## config.mk

```make
export PLATFORM = sky130hd
export DESIGN_NAME = lsc_cordic_cell
export DESIGN_NICKNAME = d
export VERILOG_FILES = /design/src/design/lsc_pkg.sv /design/src/design/lsc_cordic_cell.sv
export SDC_FILE = /design/constraint.sdc
export NUM_CORES = 1
export LEC_CHECK = 0
export BUFFER_PORTS_ARGS = -buffer_cell sky130_fd_sc_hd__buf_2
export CORE_MARGIN = 4
export CORE_UTILIZATION = 38
export CTS_BUF_LIST = sky130_fd_sc_hd__clkbuf_4 sky130_fd_sc_hd__clkbuf_8
export DETAILED_ROUTE_END_ITERATION = 8
export GPL_TIMING_DRIVEN = 0
export HOLD_SLACK_MARGIN = 0.12
export PLACE_DENSITY = 0.72
export SETUP_SLACK_MARGIN = 0.1
export SYNTH_ARGS = -nofsm -noshare
export SYNTH_HDL_FRONTEND = slang
export SYNTH_SLANG_ARGS = --single-unit
```

## constraint.sdc

```tcl
create_clock -name clk -period 3.3 [get_ports clk]
set_input_delay 0.99 -clock clk [delete_from_list [all_inputs] [get_ports clk]]
set_output_delay 0.99 -clock clk [all_outputs]
set_load 0.01 [all_outputs]
```

## src/design/lsc_pkg.sv

```systemverilog
package lsc_pkg;

  // Default configuration of the rotation chain.
  localparam int CORDIC_STAGES_DEF = 16;
  localparam int ANGLE_BITS_DEF    = 16;

  // Width of the CORDIC x and y registers (Q30 plus growth and sign).
  localparam int XW = 34;

  // Start value of the x register: inverse CORDIC gain in Q30.
  localparam logic signed [XW-1:0] GAIN_Q30 = 34'sd652032874;

  // Port widths.
  localparam int IN_TDATA_W  = 88;
  localparam int OUT_TDATA_W = 104;

  // Arctangent of 2^-i in units of 2^32 per turn.
  localparam logic [31:0] ATAN_TURN32 [24] = '{
    32'h20000000, 32'h12E4051E, 32'h09FB385B, 32'h051111D4, 32'h028B0D43, 32'h0145D7E1,
    32'h00A2F61E, 32'h00517C55, 32'h0028BE53, 32'h00145F2F, 32'h000A2F98, 32'h000517CC,
    32'h00028BE6, 32'h000145F3, 32'h0000A2FA, 32'h0000517D, 32'h000028BE, 32'h0000145F,
    32'h00000A30, 32'h00000518, 32'h0000028C, 32'h00000146, 32'h000000A3, 32'h00000051
  };

  // Arctangent of stage idx rounded to an angle of ab bits.
  function automatic logic [32:0] atan_q(input int idx, input int ab);
    logic [32:0] t;
    t = {1'b0, ATAN_TURN32[idx]};
    return (t + (33'd1 << (31 - ab))) >> (32 - ab);
  endfunction

  // Fields of a return that travel beside the rotation lanes.
  typedef struct packed {
    logic        valid_req;
    logic [19:0] range_cm;
    logic [15:0] intensity;
    logic [15:0] channel;
  } side_t;

  // Control handed from cell to cell.
  typedef struct packed {
    logic valid;
    logic flip_az;
    logic flip_el;
  } ctl_t;

  // One point record, x_m in the lowest bits.
  typedef struct packed {
    logic [15:0]        ring;
    logic [15:0]        intensity_out;
    logic signed [22:0] z_m;
    logic signed [22:0] y_m;
    logic signed [22:0] x_m;
  } res_t;

endpackage

```

## src/design/lsc_cordic_cell.sv

```systemverilog
module lsc_cordic_cell #(
  parameter int STAGE      = 0,
  parameter int ANGLE_BITS = lsc_pkg::ANGLE_BITS_DEF
) (
  input  logic                           clk,
  input  logic                           rst_n,
  input  logic                           en,
  input  lsc_pkg::ctl_t                  ctl_i,
  input  lsc_pkg::side_t                 side_i,
  input  logic signed [lsc_pkg::XW-1:0]  ax_i,
  input  logic signed [lsc_pkg::XW-1:0]  ay_i,
  input  logic signed [ANGLE_BITS:0]     az_i,
  input  logic signed [lsc_pkg::XW-1:0]  ex_i,
  input  logic signed [lsc_pkg::XW-1:0]  ey_i,
  input  logic signed [ANGLE_BITS:0]     ez_i,
  output lsc_pkg::ctl_t                  ctl_o,
  output lsc_pkg::side_t                 side_o,
  output logic signed [lsc_pkg::XW-1:0]  ax_o,
  output logic signed [lsc_pkg::XW-1:0]  ay_o,
  output logic signed [ANGLE_BITS:0]     az_o,
  output logic signed [lsc_pkg::XW-1:0]  ex_o,
  output logic signed [lsc_pkg::XW-1:0]  ey_o,
  output logic signed [ANGLE_BITS:0]     ez_o
);
  import lsc_pkg::*;

  localparam int ZW = ANGLE_BITS + 1;
  localparam logic signed [ZW-1:0] ATAN_A = signed'(ZW'(atan_q(STAGE, ANGLE_BITS)));

  ctl_t                  ctl_r;
  side_t                 side_r;
  logic signed [XW-1:0]  ax_r, ay_r, ex_r, ey_r;
  logic signed [ZW-1:0]  az_r, ez_r;
  logic signed [XW-1:0]  ax_nxt, ay_nxt, ex_nxt, ey_nxt;
  logic signed [ZW-1:0]  az_nxt, ez_nxt;

  // One micro-rotation on each lane, direction from the sign of the residual angle.
  always_comb begin
    if (!az_i[ZW-1]) begin
      ax_nxt = ax_i - (ay_i >>> STAGE);
      ay_nxt = ay_i + (ax_i >>> STAGE);
      az_nxt = az_i - ATAN_A;
    end else begin
      ax_nxt = ax_i + (ay_i >>> STAGE);
      ay_nxt = ay_i - (ax_i >>> STAGE);
      az_nxt = az_i + ATAN_A;
    end
    if (!ez_i[ZW-1]) begin
      ex_nxt = ex_i - (ey_i >>> STAGE);
      ey_nxt = ey_i + (ex_i >>> STAGE);
      ez_nxt = ez_i - ATAN_A;
    end else begin
      ex_nxt = ex_i + (ey_i >>> STAGE);
      ey_nxt = ey_i - (ex_i >>> STAGE);
      ez_nxt = ez_i + ATAN_A;
    end
  end

  // Control register; only the valid bit is cleared by reset.
  always_ff @(posedge clk) begin
    if (!rst_n) begin
      ctl_r.valid <= 1'b0;
    end else if (en) begin
      ctl_r <= ctl_i;
    end
  end

  // Lane and sideband registers.
  always_ff @(posedge clk) begin
    if (en) begin
      side_r <= side_i;
      ax_r   <= ax_nxt;
      ay_r   <= ay_nxt;
      az_r   <= az_nxt;
      ex_r   <= ex_nxt;
      ey_r   <= ey_nxt;
      ez_r   <= ez_nxt;
    end
  end

  assign ctl_o  = ctl_r;
  assign side_o = side_r;
  assign ax_o   = ax_r;
  assign ay_o   = ay_r;
  assign az_o   = az_r;
  assign ex_o   = ex_r;
  assign ey_o   = ey_r;
  assign ez_o   = ez_r;

endmodule

```

# Yosys cells after proc, flatten, opt, wreduce, memory -nomap -nowiden
# Cells that the tools add are included.
word_totals:
  input_bits: 229
  elab_cells: 30
  register_bits: 226
classes:
  muxes: 6
  n_addsub: 10
  n_reduce_logical: 1
ops:
  columns: ["cell", "n"]
  rows:
  - ["$mux 34", 4]
  - ["$sub 34x34->34", 4]
  - ["$add 34x34->34", 2]
  - ["$add 17x15->17 const B", 2]
  - ["$mux 17", 2]
  - ["$sub 17x15->17 const B", 2]
  - ["$reduce_and 2->1", 1]

# Longest topological paths before layout
logic_depth:
  word_depth: 2
  depth_mapped: 12
  depth_no_buf: 11

# Least setup slack after synthesis
# Ideal clock, no wire load.
synth_timing:
  path_kind: "input port to flip-flop"
  start: "in ex_i[0] (netlist bit)"
  end: "reg ex_r[30] (netlist: ex_o[30]), data pin"
  arrival_time_ps: 3130
  setup_slack_ps: -90
  path_buffers: 0
  setup_ps: 260
  stages: 10
  path_cell_list: "ha_1 -> fa_1 -> nor2b_1 -> o311a_1 -> o221a_2 -> or2_2 -> a21boi_1 -> o311a_1 -> a2bb2oi_1 -> xnor2_1"
synth_via:
  elab_chain_len: 2
synth_lines:
  columns: ["item", "line", "text"]
  rows:
  - ["start, declared", "lsc_cordic_cell.sv:13", "input logic signed [lsc_pkg::XW-1:0] ex_i,"]
  - ["$sub 34x34->34 / $add 34x34->34 (equally long branches)", "lsc_cordic_cell.sv:49, lsc_cordic_cell.sv:53", null]
  - ["$mux 34 *", "lsc_cordic_cell.sv:48", "if (!ez_i[ZW-1]) begin"]
  - ["net ex_nxt[30]", "lsc_cordic_cell.sv:34", "logic signed [XW-1:0] ax_nxt, ay_nxt, ex_nxt, ey_nxt;"]
  - ["end signal, assigned", "lsc_cordic_cell.sv:75", "ex_r <= ex_nxt;"]
  - ["end, declared", "lsc_cordic_cell.sv:32", "logic signed [XW-1:0] ax_r, ay_r, ex_r, ey_r;"]
# Mark *: on every way through the listed nets, which the timed path passes. The rest lies on a longest branch.
# A chain may end at the register's enable or synchronous reset.

# Final worst setup path
layout_timing:
  start: "in ax_i[0] (netlist bit)"
  end: "reg ax_r[26] (netlist: ax_o[26]), data pin"
layout_via:
  elab_chain_len: 2
layout_lines:
  columns: ["item", "line", "text"]
  rows:
  - ["start, declared", "lsc_cordic_cell.sv:10", "input logic signed [lsc_pkg::XW-1:0] ax_i,"]
  - ["$sub 34x34->34 / $add 34x34->34 (equally long branches)", "lsc_cordic_cell.sv:40, lsc_cordic_cell.sv:44", null]
  - ["$mux 34 *", "lsc_cordic_cell.sv:39", "if (!az_i[ZW-1]) begin"]
  - ["net ax_nxt[26]", "lsc_cordic_cell.sv:34", null]
  - ["end signal, assigned", "lsc_cordic_cell.sv:72", "ax_r <= ax_nxt;"]
  - ["end, declared", "lsc_cordic_cell.sv:32", null]
# Marks and branches as above.

==> flow_metrics.py <==
metrics = {
    "clocking": {
        "clockBufferDepth": 3,
        "cts_made_buffers": 40,
        "clock_sinks": 224,
        "insertion_delay_ps": 610,
        "cts_root_buf": "sky130_fd_sc_hd__clkbuf_8",
        "clock_tree_from_tritoncts": "done",
        "cts-htree-levels": 2,
        "clk_transition_reported_paths_ps": 60,
    },
    "critical_path": {
        "reg2reg_from": "ctl_o[2]",
        "timing.critical_path.max_delay_family": "simple AND/OR/NAND/NOR gates",
        "worstPathArrival_ps": 3680,
        "crit_path_start_kind": "primary input",
        "cp_slowest_stage_delay_ps": 450,
        "reg2reg_end": "ctl_o[2]",
        "regToRegSetupSlack_ps": 2700,
        "reg2regPathDepth": 2,
        "cp.buffers_inverters": 2,
        "worst_setup_path_end_kind": "register",
        "worst_path_most_repeated_cell": "sky130_fd_sc_hd__a21oi_4",
        "critical_path_peak_fanout": 4,
        "setup.worst_path.class": "primary input to register",
        "worst_ep_required_time_ps": 3660,
        "worstPathCellList": "buf_8 > ha_4 > fa_2 > nor2b_4 > o211ai_1 > a21oi_4 > buf_6 > nor4b_4 > nor3b_2 > or3b_4 > a21oi_4 > xnor2_1",
        "critical_path.slowest_cell": "sky130_fd_sc_hd__or3b_4",
        "timing.critical_path.depth": 12,
    },
    "synthesis": {
        "yosys_warnings": 0,
        "synth_fp_nets": 2592,
        "postSynth.topFlopCell": "sky130_fd_sc_hd__edfxtp_1",
        "synth_xor_xnor_area_share": 0.05694,
        "syn-instance-count": 2151,
        "synthSimpleGateAreaFrac": 0.1398,
        "synthesized_area_fraction_occupied_by_adder_cells": 0.1400,
        "synth_seq_area_share": 0.3465,
        "synth_edf_count": 223,
        "yosys_register_bits": 224,
        "synth_mux_area_frac": 0.01504,
        "async_reset_ff_frac": 0,
        "area_fraction_in_compound_gates_after_synthesis": 0.2378,
        "average_instance_area_after_synthesis_um2": 9.011,
        "synth_cell_type_count": 94,
        "netlist_area_um2": 19380,
        "main_combinational_cell_family_by_area_after_synthesis": "compound AO/OA/AOI/OAI gates",
    },
    "global_route": {
        "grt_pass1_wl_mm": 116.4,
        "grt_antenna_before_repair": 14,
        "gr_usage_total": 0.2776,
        "grt_start_max_net_pins": 130,
        "grt_overflow_total": 0,
        "grt_pass1_vias": 18963,
    },
    "die": {
        "fp-row-count": 82,
        "core_um2": 50270,
        "effective_utilization_at_floorplan": 0.3855,
        "die_height_um": 233.8,
        "die_x_um": 233.8,
        "floorplan.io_pins": 455,
        "fp.dieArea_um2": 54680,
    },
    "routing": {
        "routed_wl_mm": 80.85,
        "wl_per_cell_um": 23.86,
        "detail_route.drc_violations": 0,
        "detail-route-antenna-nets": 0,
        "via_count": 19672,
        "dr.pass1.iters": 6,
        "drc_marker_count_from_the_first_detailed_route_iteration": 2184,
        "via_per_inst": 5.805,
    },
    "outcome": {
        "violations": "negative setup slack",
        "outcome": "finished with violations",
    },
    "timing": {
        "max_clock_freq_mhz": 301.3,
        "timing.final.crit_period_ps": 3319,
        "unrepaired_setup_endpoints_after_global_routing": "true",
        "worstMarginPinSlew_ps": 1097,
        "worst_hold_slack_ps": 527.6,
        "timing.clock.skew_ps": 0,
        "post-route-worst-setup-slack_ps": -19.09,
        "report.final.setup_viol": 2,
        "final-hold-violation-count": 0,
        "finalCritPeriodShare": 1.006,
        "final.setup.tns_ps": -36.17,
        "slew_hr": 0.2684,
        "finalMaxSlewViolations": 0,
    },
    "placed_design": {
        "placement.cell_area_um2": 22670,
        "io_buffer_count": 453,
        "worst_slack_at_placement_ps": -1174,
        "finalWeightedCongestion": 0.9996,
        "dp_hpwl_mm": 63.92,
    },
    "worst_hold_path": {
        "worstHoldPathCells": 1,
        "worst_hold_path.endpoint": "side_o[48]",
        "holdCritStartpoint": "side_i[48]",
        "worst_hold_path_type": "primary input to register",
    },
    "final_layout": {
        "nets": 3121,
        "layout.area.seq_um2": 6716,
        "fin_area_um2": 24730,
        "layout_cells_sized_above_1": 0.2998,
        "multi_input_comb_area_um2": 12450,
        "syn2layout_area_growth_pct": 27.60,
        "nFillCells": 4854,
    },
    "power": {
        "vdd_drop_max_uv": 234.7,
        "power_density_nw_per_um2": 418.0,
        "power.leakage_nw": 10.73,
    },
    "flow_run": {
        "cap_viol_max_count": 0,
    },
}
[final cells by class]
cell class	count	share of cell area
antenna	12	0.001214
buffer	96	0.02003
clock buffer	47	0.02438
clock inverter	20	0.007032
inverter	213	0.03238
multi-input combinational	1615	0.5035
sequential	224	0.2716
tap	672	0.03400
timing repair buffer	490	0.1059
[Yosys cell counts, types with 6 or more instances]
cell,count,share of area
sky130_fd_sc_hd__a21oi_1,223,0.058
sky130_fd_sc_hd__edfxtp_1,223,0.35
sky130_fd_sc_hd__inv_1,210,0.041
sky130_fd_sc_hd__ha_1,204,0.13
sky130_fd_sc_hd__o21ai_0,155,0.040
sky130_fd_sc_hd__nor2_1,148,0.029
sky130_fd_sc_hd__nand2_1,110,0.021
sky130_fd_sc_hd__xnor2_1,106,0.048
sky130_fd_sc_hd__nor3_1,51,0.013
sky130_fd_sc_hd__clkbuf_1,41,0.0079
sky130_fd_sc_hd__a21o_1,40,0.015
sky130_fd_sc_hd__buf_2,35,0.0090
sky130_fd_sc_hd__nand4_1,33,0.011
sky130_fd_sc_hd__nor2b_1,33,0.011
sky130_fd_sc_hd__o21bai_1,32,0.012
sky130_fd_sc_hd__o211ai_1,31,0.012
sky130_fd_sc_hd__mux2i_1,28,0.014
sky130_fd_sc_hd__o21a_1,28,0.011
sky130_fd_sc_hd__nand3_1,26,0.0067
sky130_fd_sc_hd__or3_1,26,0.0084
sky130_fd_sc_hd__a211oi_1,23,0.0089
sky130_fd_sc_hd__xor2_1,20,0.0090
sky130_fd_sc_hd__nand2b_1,19,0.0061
sky130_fd_sc_hd__o31ai_1,19,0.0074
sky130_fd_sc_hd__a31oi_1,18,0.0058
sky130_fd_sc_hd__buf_1,17,0.0033
sky130_fd_sc_hd__or2_2,15,0.0048
sky130_fd_sc_hd__nor4_1,13,0.0042
sky130_fd_sc_hd__and2_1,10,0.0032
sky130_fd_sc_hd__o31a_1,10,0.0045
sky130_fd_sc_hd__nor3b_1,9,0.0035
sky130_fd_sc_hd__a2111oi_0,8,0.0036
sky130_fd_sc_hd__a21boi_0,8,0.0031
sky130_fd_sc_hd__and3_1,8,0.0026
sky130_fd_sc_hd__fa_1,8,0.0083
sky130_fd_sc_hd__o22ai_1,8,0.0026
sky130_fd_sc_hd__a221oi_1,7,0.0032
sky130_fd_sc_hd__and4_1,7,0.0032
sky130_fd_sc_hd__o221ai_1,7,0.0032
sky130_fd_sc_hd__a211o_1,6,0.0027
sky130_fd_sc_hd__a2bb2oi_1,6,0.0027
sky130_fd_sc_hd__a311oi_1,6,0.0027
sky130_fd_sc_hd__a31o_2,6,0.0027
sky130_fd_sc_hd__o311ai_0,6,0.0027
sky130_fd_sc_hd__or4_1,6,0.0023
[worst max-delay path by stage]
| stage | start | end | slack [ps] |
|---|---|---|---|
| after floorplan | ex_i[0] | ey_o[30] | 40 |
| after global placement | en | ctl_o[0] | -1970 |
| after detailed placement | ax_i[1] | ax_o[27] | -1170 |
| after CTS | ay_i[0] | ay_o[26] | -5 |
| after global routing | ax_i[19] | ax_o[32] | -60 |
| final | ax_i[0] | ax_o[26] | -20 |
[placed cells by master (no fill, tap or decap), types with 49 or more instances in the layout]
cell and instances:
sky130_fd_sc_hd__a21oi_1 192, sky130_fd_sc_hd__nand2_1 105, sky130_fd_sc_hd__inv_1 208, sky130_fd_sc_hd__buf_2 474, sky130_fd_sc_hd__edfxtp_1 223, sky130_fd_sc_hd__ha_1 190, sky130_fd_sc_hd__nor2_1 142, sky130_fd_sc_hd__o21ai_0 137
sky130_fd_sc_hd__xnor2_1 103, sky130_fd_sc_hd__buf_4 49
[layer usage]
metal  routed length (um)  global-route usage  vias to the layer above
met2                36670              0.4449                     1069
li1                     -                   -                     8919
met5                   55                   0                        -
met4                 3379              0.1120                        8
met3                 8028             0.07459                      205
met1                32720              0.3567                     9471
[through the flow]
stage | cells | power (W) | util
final | 3389 | 0.01034 | 0.4920
after floorplan | 2151 | 0.005898 | -
after detailed placement | 3277 | 0.007363 | 0.4509
after global placement | 3276 | 0.007358 | 0.4502
after CTS | 3361 | 0.01022 | 0.4785
after global routing | 3383 | 0.01085 | 0.4917
[cell families (layout without fill, tap and decap cells)]
logic type,after synthesis,after routing
DFF,224,224
and+or+nand+nor,534,534
muxes,29,29
AOI/OAI and AO/OA,714,714
adders and majority gates,212,212
xor gates and xnor gates,126,126
other,0,12
buffers and inverters,312,866
[registers in the layout, indices dropped and copies added, names as in the netlist]
name	cells
side_o	53
ax_o	34
ex_o	34
ay_o	33
ey_o	33
az_o	17
ez_o	17
ctl_o	3
[timing repair]
item | 4_1_cts | 5_1_grt
pin swaps | 38 | 47
resized for setup | 109 | 143
setup buffers | 18 | 18
hold buffers | 0 | 0
endpoints found under the setup margin | 56 | 60
gates cloned | 0 | 0
endpoints found under the hold margin | 0 | 0
[where the power goes]
| part | total [W] | switching, W | internal (W) | leakage (nW) |
|---|---|---|---|---|
| combinational | 0.00394 | 0.00247 | 0.00146 | 8.14 |
| sequential | 0.00375 | 0.000111 | 0.00364 | 2.19 |
| clock | 0.00265 | 0.00126 | 0.00139 | 0.403 |
| total | 0.0103 | 0.00384 | 0.00650 | 10.7 |
Power figures use the tool's default switching activity.
